## src/rtl/ffba_pkg.sv

```systemverilog
// Shared types and constants for the first-fit block allocator.
// No dependencies; used by first_fit_block_allocator.
`default_nettype none

package ffba_pkg;

    // Controller states
    typedef enum logic [1:0] {
        ST_IDLE,
        ST_SCAN,
        ST_DONE
    } state_t;

    // Result status codes
    typedef enum logic [1:0] {
        STATUS_OK      = 2'd0,
        STATUS_NOSPACE = 2'd1,
        STATUS_NOTAG   = 2'd2,
        STATUS_FULL    = 2'd3
    } status_t;

    // Request commands
    localparam logic CMD_ALLOC = 1'b0;
    localparam logic CMD_FREE  = 1'b1;

    // Heap size after reset
    localparam int HEAP_RESET = 1000;

endpackage

`default_nettype wire

```

## src/rtl/ffba_cell.sv

```systemverilog
// One entry of the block table, a link in the rotating chain of cells.
// Depends on nothing; instantiated by first_fit_block_allocator.
`default_nettype none

module ffba_cell #(
    parameter int SIZE_BITS = 16,
    parameter int TAG_BITS = 16,
    parameter bit RESET_VALID = 1'b0,
    parameter logic [SIZE_BITS-1:0] RESET_SIZE = '0
) (
    input  wire logic                 clk,
    input  wire logic                 rst_n,
    input  wire logic                 shift,
    input  wire logic                 load,
    input  wire logic                 load_valid,
    input  wire logic [SIZE_BITS-1:0] load_size,
    input  wire logic                 in_valid,
    input  wire logic                 in_free,
    input  wire logic [SIZE_BITS-1:0] in_size,
    input  wire logic [TAG_BITS-1:0]  in_tag,
    output logic                      valid,
    output logic                      free,
    output logic [SIZE_BITS-1:0]      size,
    output logic [TAG_BITS-1:0]       tag
);

    logic                 valid_reg;
    logic                 free_reg;
    logic [SIZE_BITS-1:0] size_reg;
    logic [TAG_BITS-1:0]  tag_reg;

    // Take the neighbor's entry on shift, or a fresh one-block table on load
    always_ff @(posedge clk or negedge rst_n)
    begin
        if (!rst_n)
        begin
            valid_reg <= RESET_VALID;
            free_reg  <= 1'b1;
            size_reg  <= RESET_SIZE;
        end
        else if (load)
        begin
            valid_reg <= load_valid;
            free_reg  <= 1'b1;
            size_reg  <= load_size;
        end
        else if (shift)
        begin
            valid_reg <= in_valid;
            free_reg  <= in_free;
            size_reg  <= in_size;
        end
    end

    // Tag is payload only
    always_ff @(posedge clk)
    begin
        if (load)
            tag_reg <= '0;
        else if (shift)
            tag_reg <= in_tag;
    end

    assign valid = valid_reg;
    assign free  = free_reg;
    assign size  = size_reg;
    assign tag   = tag_reg;

endmodule

`default_nettype wire

```

## src/rtl/first_fit_block_allocator.sv

```systemverilog
// First-fit heap allocator: a rotating chain of table cells and a stream editor.
// Depends on ffba_pkg and ffba_cell.
// A zero or oversized allocate answers in the cycle after it is accepted; any
// other request rotates the whole chain once through the stream editor and then answers.
// Requests are taken only while idle; busy stays high through the chain rotation and the
// result state. Reset: one free block of 1000 (saturated to SIZE_BITS), next tag 1;
// a cfg_data write, taken when idle, rebuilds the table. The receiver cannot stall results.
`default_nettype none

module first_fit_block_allocator #(
    parameter int MAX_BLOCKS = 64,
    parameter int SIZE_BITS = 16,
    parameter int TAG_BITS = 16
) (
    input  wire logic        clk,
    input  wire logic        rst_n,
    input  wire logic        start,
    output logic             busy,
    input  wire logic        command,
    input  wire logic [15:0] request_size,
    input  wire logic [15:0] free_tag,
    output logic             done,
    output logic [1:0]       status,
    output logic [15:0]      assigned_tag,
    input  wire logic        cfg_valid,
    output logic             cfg_ready,
    input  wire logic [15:0] cfg_data
);

    localparam int CW = $clog2(MAX_BLOCKS + 1);
    localparam logic [SIZE_BITS-1:0] SIZE_MAX = '1;
    localparam logic [SIZE_BITS-1:0] HEAP_RST =
        (ffba_pkg::HEAP_RESET > SIZE_MAX) ? SIZE_MAX : SIZE_BITS'(ffba_pkg::HEAP_RESET);
    localparam logic [CW-1:0] COUNT_MAX = CW'(MAX_BLOCKS);
    localparam logic [CW-1:0] CYCLE_LAST = CW'(MAX_BLOCKS);

    // Chain signals
    logic                 c_valid [MAX_BLOCKS];
    logic                 c_free  [MAX_BLOCKS];
    logic [SIZE_BITS-1:0] c_size  [MAX_BLOCKS];
    logic [TAG_BITS-1:0]  c_tag   [MAX_BLOCKS];
    logic                 n_valid [MAX_BLOCKS];
    logic                 n_free  [MAX_BLOCKS];
    logic [SIZE_BITS-1:0] n_size  [MAX_BLOCKS];
    logic [TAG_BITS-1:0]  n_tag   [MAX_BLOCKS];

    ffba_pkg::state_t state_reg, state_next;

    logic                 cmd_reg;
    logic [SIZE_BITS-1:0] want_reg;
    logic [TAG_BITS-1:0]  ftag_reg;
    logic [CW-1:0]        cnt_reg, cnt_next;
    logic [CW-1:0]        count_reg, count_next;
    logic [TAG_BITS-1:0]  next_tag_reg, next_tag_next;

    // Stream editor state
    logic                 pend_valid_reg, pend_valid_next;
    logic                 pend_free_reg, pend_free_next;
    logic [SIZE_BITS-1:0] pend_size_reg, pend_size_next;
    logic [TAG_BITS-1:0]  pend_tag_reg, pend_tag_next;
    logic                 extra_valid_reg, extra_valid_next;
    logic                 extra_free_reg, extra_free_next;
    logic [SIZE_BITS-1:0] extra_size_reg, extra_size_next;
    logic [TAG_BITS-1:0]  extra_tag_reg, extra_tag_next;
    logic                 dly2_reg, dly2_next;
    logic                 found_reg, found_next;
    logic                 full_reg, full_next;
    logic                 jf_reg, jf_next;
    logic [1:0]           del_reg, del_next;

    logic                 done_reg, done_next;
    logic [1:0]           status_reg, status_next;
    logic [15:0]          tag_out_reg, tag_out_next;

    logic                 push_en;
    logic                 shift;
    logic                 cfg_load;
    logic [31:0]          req_wide;
    logic [31:0]          cfg_wide;
    logic                 req_big;
    logic [SIZE_BITS-1:0] cfg_heap;
    logic [TAG_BITS-1:0]  tag_inc;

    assign req_wide = 32'(request_size);
    assign cfg_wide = 32'(cfg_data);
    assign req_big  = (req_wide >> SIZE_BITS) != 32'd0;
    assign cfg_heap = ((cfg_wide >> SIZE_BITS) != 32'd0) ? SIZE_MAX
                                                         : cfg_wide[SIZE_BITS-1:0];
    assign tag_inc  = next_tag_reg + TAG_BITS'(1);

    assign busy      = (state_reg != ffba_pkg::ST_IDLE);
    assign cfg_ready = (state_reg == ffba_pkg::ST_IDLE);
    assign cfg_load  = cfg_valid && cfg_ready;
    assign shift     = (state_reg == ffba_pkg::ST_SCAN);

    // Chain of cells; the editor pushes at the tail or into the hole left by a merge
    for (genvar k = 0; k < MAX_BLOCKS; k++)
    begin : g_cell
        always_comb
        begin
            if (push_en && (int'(del_reg) == MAX_BLOCKS - 1 - k))
            begin
                n_valid[k] = pend_valid_reg;
                n_free[k]  = pend_free_reg;
                n_size[k]  = pend_size_reg;
                n_tag[k]   = pend_tag_reg;
            end
            else if (k == MAX_BLOCKS - 1)
            begin
                n_valid[k] = 1'b0;
                n_free[k]  = 1'b0;
                n_size[k]  = '0;
                n_tag[k]   = '0;
            end
            else
            begin
                n_valid[k] = c_valid[(k + 1) % MAX_BLOCKS];
                n_free[k]  = c_free[(k + 1) % MAX_BLOCKS];
                n_size[k]  = c_size[(k + 1) % MAX_BLOCKS];
                n_tag[k]   = c_tag[(k + 1) % MAX_BLOCKS];
            end
        end

        ffba_cell #(
            .SIZE_BITS   (SIZE_BITS),
            .TAG_BITS    (TAG_BITS),
            .RESET_VALID (k == 0),
            .RESET_SIZE  (HEAP_RST)
        ) u_cell (
            .clk        (clk),
            .rst_n      (rst_n),
            .shift      (shift),
            .load       (cfg_load),
            .load_valid (k == 0),
            .load_size  (cfg_heap),
            .in_valid   (n_valid[k]),
            .in_free    (n_free[k]),
            .in_size    (n_size[k]),
            .in_tag     (n_tag[k]),
            .valid      (c_valid[k]),
            .free       (c_free[k]),
            .size       (c_size[k]),
            .tag        (c_tag[k])
        );
    end

    // Hold state and editor registers
    always_ff @(posedge clk or negedge rst_n)
    begin
        if (!rst_n)
        begin
            state_reg       <= ffba_pkg::ST_IDLE;
            cnt_reg         <= '0;
            count_reg       <= CW'(1);
            next_tag_reg    <= TAG_BITS'(1);
            pend_valid_reg  <= 1'b0;
            extra_valid_reg <= 1'b0;
            dly2_reg        <= 1'b0;
            found_reg       <= 1'b0;
            full_reg        <= 1'b0;
            jf_reg          <= 1'b0;
            del_reg         <= '0;
            done_reg        <= 1'b0;
        end
        else
        begin
            state_reg       <= state_next;
            cnt_reg         <= cnt_next;
            count_reg       <= cfg_load ? CW'(1) : count_next;
            next_tag_reg    <= next_tag_next;
            pend_valid_reg  <= pend_valid_next;
            extra_valid_reg <= extra_valid_next;
            dly2_reg        <= dly2_next;
            found_reg       <= found_next;
            full_reg        <= full_next;
            jf_reg          <= jf_next;
            del_reg         <= del_next;
            done_reg        <= done_next;
        end
    end

    // Payload registers
    always_ff @(posedge clk)
    begin
        pend_free_reg  <= pend_free_next;
        pend_size_reg  <= pend_size_next;
        pend_tag_reg   <= pend_tag_next;
        extra_free_reg <= extra_free_next;
        extra_size_reg <= extra_size_next;
        extra_tag_reg  <= extra_tag_next;
        status_reg     <= status_next;
        tag_out_reg    <= tag_out_next;
        if (start && !busy)
        begin
            cmd_reg  <= command;
            want_reg <= req_wide[SIZE_BITS-1:0];
            ftag_reg <= TAG_BITS'(32'(free_tag));
        end
    end

    // Next state, stream editing and results
    always_comb
    begin
        state_next       = state_reg;
        cnt_next         = cnt_reg;
        count_next       = count_reg;
        next_tag_next    = next_tag_reg;
        pend_valid_next  = pend_valid_reg;
        pend_free_next   = pend_free_reg;
        pend_size_next   = pend_size_reg;
        pend_tag_next    = pend_tag_reg;
        extra_valid_next = extra_valid_reg;
        extra_free_next  = extra_free_reg;
        extra_size_next  = extra_size_reg;
        extra_tag_next   = extra_tag_reg;
        dly2_next        = dly2_reg;
        found_next       = found_reg;
        full_next        = full_reg;
        jf_next          = jf_reg;
        del_next         = del_reg;
        done_next        = 1'b0;
        status_next      = status_reg;
        tag_out_next     = tag_out_reg;
        push_en          = 1'b0;

        case (state_reg)
            ffba_pkg::ST_IDLE:
            begin
                if (start)
                begin
                    cnt_next        = '0;
                    pend_valid_next = 1'b0;
                    extra_valid_next = 1'b0;
                    dly2_next       = 1'b0;
                    found_next      = 1'b0;
                    full_next       = 1'b0;
                    jf_next         = 1'b0;
                    del_next        = '0;
                    if (command == ffba_pkg::CMD_ALLOC && (request_size == 16'd0 || req_big))
                    begin
                        status_next  = ffba_pkg::STATUS_NOSPACE;
                        tag_out_next = '0;
                        done_next    = 1'b1;
                        state_next   = ffba_pkg::ST_DONE;
                    end
                    else
                        state_next = ffba_pkg::ST_SCAN;
                end
            end

            ffba_pkg::ST_SCAN:
            begin
                // Default: emit the held entry, hold the head entry
                push_en         = 1'b1;
                pend_valid_next = c_valid[0];
                pend_free_next  = c_free[0];
                pend_size_next  = c_size[0];
                pend_tag_next   = c_tag[0];
                jf_next         = 1'b0;
                if (dly2_reg)
                begin
                    pend_valid_next  = extra_valid_reg;
                    pend_free_next   = extra_free_reg;
                    pend_size_next   = extra_size_reg;
                    pend_tag_next    = extra_tag_reg;
                    extra_valid_next = c_valid[0];
                    extra_free_next  = c_free[0];
                    extra_size_next  = c_size[0];
                    extra_tag_next   = c_tag[0];
                end
                else if (cmd_reg == ffba_pkg::CMD_ALLOC)
                begin
                    if (!found_reg && c_valid[0] && c_free[0] && want_reg <= c_size[0])
                    begin
                        found_next = 1'b1;
                        if (want_reg != c_size[0] && count_reg == COUNT_MAX)
                            full_next = 1'b1;
                        else
                        begin
                            pend_free_next = 1'b0;
                            pend_size_next = want_reg;
                            pend_tag_next  = next_tag_reg;
                            if (want_reg != c_size[0])
                            begin
                                // Split: remainder follows as a free block
                                extra_valid_next = 1'b1;
                                extra_free_next  = 1'b1;
                                extra_size_next  = c_size[0] - want_reg;
                                extra_tag_next   = '0;
                                dly2_next        = 1'b1;
                            end
                        end
                    end
                end
                else
                begin
                    if (!found_reg && c_valid[0] && !c_free[0] && c_tag[0] == ftag_reg)
                    begin
                        found_next     = 1'b1;
                        jf_next        = 1'b1;
                        pend_free_next = 1'b1;
                        pend_tag_next  = '0;
                        if (pend_valid_reg && pend_free_reg)
                        begin
                            // Merge into the free predecessor
                            push_en         = 1'b0;
                            del_next        = del_reg + 2'd1;
                            pend_valid_next = 1'b1;
                            pend_size_next  = pend_size_reg + c_size[0];
                        end
                    end
                    else if (jf_reg && c_valid[0] && c_free[0])
                    begin
                        // Merge the free successor into the released block
                        push_en         = 1'b0;
                        del_next        = del_reg + 2'd1;
                        pend_valid_next = 1'b1;
                        pend_free_next  = 1'b1;
                        pend_size_next  = pend_size_reg + c_size[0];
                        pend_tag_next   = '0;
                    end
                end

                cnt_next = cnt_reg + CW'(1);
                if (cnt_reg == CYCLE_LAST)
                begin
                    state_next   = ffba_pkg::ST_DONE;
                    done_next    = 1'b1;
                    tag_out_next = '0;
                    if (cmd_reg == ffba_pkg::CMD_ALLOC)
                    begin
                        if (!found_reg)
                            status_next = ffba_pkg::STATUS_NOSPACE;
                        else if (full_reg)
                            status_next = ffba_pkg::STATUS_FULL;
                        else
                        begin
                            status_next   = ffba_pkg::STATUS_OK;
                            tag_out_next  = 16'(32'(next_tag_reg));
                            next_tag_next = (tag_inc == '0) ? TAG_BITS'(1) : tag_inc;
                            count_next    = count_reg + CW'(dly2_reg);
                        end
                    end
                    else
                    begin
                        status_next = found_reg ? ffba_pkg::STATUS_OK : ffba_pkg::STATUS_NOTAG;
                        count_next  = count_reg - CW'(del_reg);
                    end
                end
            end

            ffba_pkg::ST_DONE:
            begin
                state_next = ffba_pkg::ST_IDLE;
            end

            default:
            begin
                state_next = ffba_pkg::ST_IDLE;
            end
        endcase
    end

    assign done         = done_reg;
    assign status       = status_reg;
    assign assigned_tag = tag_out_reg;

    // Result strobe lasts one cycle
    assert property (@(posedge clk) disable iff (!rst_n) done |=> !done)
        else $error("result strobe held");

    // Table never empty nor over capacity
    assert property (@(posedge clk) disable iff (!rst_n)
        (count_reg >= CW'(1)) && (count_reg <= COUNT_MAX))
        else $error("block count out of range");

    // At most two merges per free
    assert property (@(posedge clk) disable iff (!rst_n) del_reg <= 2'd2)
        else $error("too many merges");

    // Accepted request makes the block busy
    assert property (@(posedge clk) disable iff (!rst_n) (start && !busy) |=> busy)
        else $error("request accepted without going busy");

    // Split only happens on an allocate
    assert property (@(posedge clk) disable iff (!rst_n)
        dly2_reg |-> (cmd_reg == ffba_pkg::CMD_ALLOC))
        else $error("split during free");

endmodule

`default_nettype wire
```

## config.mk

```make
export PLATFORM = sky130hd
export DESIGN_NAME = first_fit_block_allocator
export DESIGN_NICKNAME = d
export VERILOG_FILES = /design/src/rtl/ffba_pkg.sv /design/src/rtl/ffba_cell.sv /design/src/rtl/first_fit_block_allocator.sv
export SDC_FILE = /design/constraint.sdc
export NUM_CORES = 2
export LEC_CHECK = 0
export BUFFER_PORTS_ARGS = -buffer_cell sky130_fd_sc_hd__buf_2
export CAP_MARGIN = 20
export CORE_UTILIZATION = 56
export DETAILED_ROUTE_END_ITERATION = 7
export MAX_ROUTING_LAYER = met4
export PLACE_DENSITY = 0.72
export SYNTH_ARGS = -nofsm -noshare
export SYNTH_HDL_FRONTEND = slang
export SYNTH_HIERARCHICAL = 1
export SYNTH_SLANG_ARGS = --single-unit
```

## constraint.sdc

```tcl
create_clock -name clk -period 14 [get_ports clk]
set_input_delay 0.7 -clock clk [delete_from_list [all_inputs] [get_ports clk]]
set_output_delay 0.7 -clock clk [all_outputs]
set_load 0.1 [all_outputs]
```

==> impl_metrics.py <==
metrics = {
    "critical_path": {
        "crit_required_ns": 14.71,
        "path_common_cell": "buf_4",
        "critPathCaptureType": "register",
        "path_depth": 8,
        "crit_slowest_cell": "buf_4",
        "r2r_cells": 8,
        "crit_family": "buffers and inverters",
        "critPathMaxStageDelay_ns": 0.87,
        "critical_path_class": "reg -> reg",
        "worst_setup_path_start_kind": "register",
        "crit_path_max_fanout": 171,
        "critPathBufInv": 4,
        "cp.arrival_ns": 5.59,
        "path_cells": "nor2_1 > nand2_1 > inv_8 > buf_4 > buf_4 > buf_4 > nand2_1 > o21ai_1",
    },
    "sta": {
        "hold_viol": 0,
        "fin_crit_sh_pct": 34.8,
        "fin_skew_ns": 0.0520,
        "worstMarginPinSlew_ns": 1.17,
        "fmax_mhz": 205,
        "setup_viol": 0,
        "maxSlewHeadroom_pct": 22.2,
        "rsz0062_at_grt": "no",
        "drv_slew": 0,
        "postLayoutSetupSlackWorst_ns": 9.12,
        "setup_tns_ns": 0,
        "min_period_ns": 4.88,
    },
    "final_layout": {
        "drive_gt1_share_pct": 12.0,
        "final_nets": 9139,
        "area_delta_synth_final_pct": 5.93,
        "post-route-util_pct": 59.8,
    },
    "power_and_ir_drop": {
        "p_sw_w": 0.00837,
        "irDropWorstVdd_v": 0.000181,
        "clockPowerShare_pct": 23.5,
        "swShare_pct": 32.4,
        "pwr_density_cell_nw_per_um2": 239,
        "comb_power_share_pct": 31.1,
        "p_int_w": 0.0175,
        "seqPwrFrac_pct": 45.4,
        "leakagePower_nw": 57.1,
    },
    "clock_network": {
        "cts_inserted_buffers": 226,
        "clock_latency_ns": 0.85,
        "path_clk_slew_ns": 0.07,
        "clock-sinks": 2334,
        "ctsHtreeMaxLevel": 4,
        "cts_tree": "yes",
        "cts_root_buf": "clkbuf_16",
        "clk_path_buf_depth": 3,
        "cts_resized": 0,
    },
    "detailed_routing": {
        "antenna_left": 0,
        "wl_per_cell_um": 15.0,
        "drt_wl_total_um": 174000,
        "vias_per_cell": 5.32,
        "num_vias": 61766,
        "first_iter_violations": 4771,
        "firstDrtPassIters": 6,
        "drc": 0,
    },
    "global_routing": {
        "grt_max_degree": 297,
        "grt_pass1_wl_um": 297000,
        "gr-total-overflow": 0,
        "antenna_found_initial": 12,
        "grt_usage_pct": 19.2,
        "first_global_vias": 59758,
    },
    "logic_synthesis": {
        "ys_warn_count": 6,
        "synth_top_flop_cell": "dfxtp_1",
        "synth-seq-cells": 2334,
        "avgSynthCellArea_sq_um": 11.0,
        "synth-async-reset-ratio_pct": 51.1,
        "yosysSeqAreaShare_pct": 53.3,
        "netlist_area_sq_um": 102000,
        "synth_cell_types": 78,
        "synthCells": 9264,
        "synth-edff-count": 117,
    },
    "floorplan": {
        "core_area_sq_um": 181000,
        "die_w_um": 429,
        "ioPinCount": 74,
        "initial_core_util_pct": 56.4,
        "dieArea_sq_um": 184000,
        "die_y_um": 429,
        "rows": 156,
    },
    "place": {
        "hpwl_um": 99500,
        "dp_slack_ns": 8.95,
        "gp_congestion": 0.898,
        "port_buffers": 73,
    },
    "run": {
        "drv_cap": 0,
    },
    "hold_path": {
        "hold_path_class": "in -> reg",
        "whs_path_depth": 1,
    },
    "outcome": {
        "status": "finished, final reports clean",
    },
}
kinds of logic (layout without fill, tap and decap cells):
family,Yosys count,count (layout),share of synthesized area [%]
adders and majority gates,47,47,0.598
AOI/OAI and AO/OA,1373,1373,7.34
xor gates and xnor gates,52,52,0.446
other,2,71,0.00736
muxes,2233,2233,22.1
DFF,2334,2334,53.3
and+or+nand+nor,2479,2479,9.75
buffers and inverters,744,655,6.41
layout make-up:
class,instances,area [sq um]
fillers,14502,72800
multi-input cells,6248,41400
well taps,2370,2970
clock buffers,343,6800
repair buffers,177,1580
flip-flops and latches,2334,54400
diodes,7,17.5
clock inverters,83,782
inverters,52,210
cell usage in the layout, fill, tap and decap left out, types with 117 or more instances in the layout:
master,netlist,final
clkbuf_16,0,235
dfrtp_1,742,741
dfstp_2,451,451
dfxtp_1,1024,1024
edfxtp_1,117,117
mux2i_1,2126,2126
nand2_1,1170,1170
nor2_1,1059,1059
o21ai_0,316,316
o21ai_1,833,833
worst reg2reg max path, delay by kind of cell, from the launching register on:
family | cells | cell delay, ns
AOI/OAI and AO/OA | 1 | 0.14
DFF | 1 | 0.40
buffers and inverters | 4 | 3.45
and+or+nand+nor | 3 | 0.75
synth_stat cells, types with 77 or more instances:
cell type	instances	area [sq um]
buf_12	128	2560
buf_2	334	1670
clkbuf_1	92	345
dfrtp_1	742	18600
dfstp_2	451	11900
dfxtp_1	1024	20500
edfxtp_1	117	3510
mux2_2	77	867
mux2i_1	2126	21300
nand2_1	1170	4390
nor2_1	1059	3980
o21ai_0	316	1580
o21ai_1	833	4170
metrics by stage:
stage                     cell area [sq um]  power [W]  cells  hold slack [ns]
after floorplan                      102000     0.0191   9326            0.404
after global placement               100000     0.0194  11152            0.448
after detailed placement             100000     0.0199  11153            0.456
after CTS                            108000     0.0261  11592         0.000219
after global routing                 108000     0.0276  11613           0.0121
final                                108000     0.0258  11614           0.0624
worst paths after layout:
check	from	end	slack, ns
min in group asynchronous	rst_n	g_cell[19].u_cell/valid	0.57
max in group asynchronous	rst_n	g_cell[16].u_cell/size[1]	10.21
min	free_tag[6]	ftag_reg[6]	0.06
max	state_reg[0]	g_cell[32].u_cell/size[2]	9.12
min reg2reg	jf_reg	jf_reg	0.47
max reg2reg	state_reg[0]	g_cell[32].u_cell/size[2]	9.12
per-layer routing:
metal	part of all wire, %	global-route usage, %
met1	48	26.1
met5	0	-
met4	3.4	7.05
met2	45	29.0
met3	3.7	3.10
power by group through the flow:
stage               sequential (W)  combinational (W)  clock [W]
finish                      0.0117            0.00803    0.00608
global route                0.0121            0.00902    0.00652
CTS                         0.0118            0.00808    0.00624
detailed placement          0.0118            0.00803          0
global placement            0.0117            0.00768          0
floorplan                   0.0113            0.00784          0
repair_timing:
action                    in CTS  in global routing
hold endpoints to repair      58                  0
hold buffers                  13                  0
buffers inserted               0                  0
Note: power is estimated with default switching activity, not from simulation.
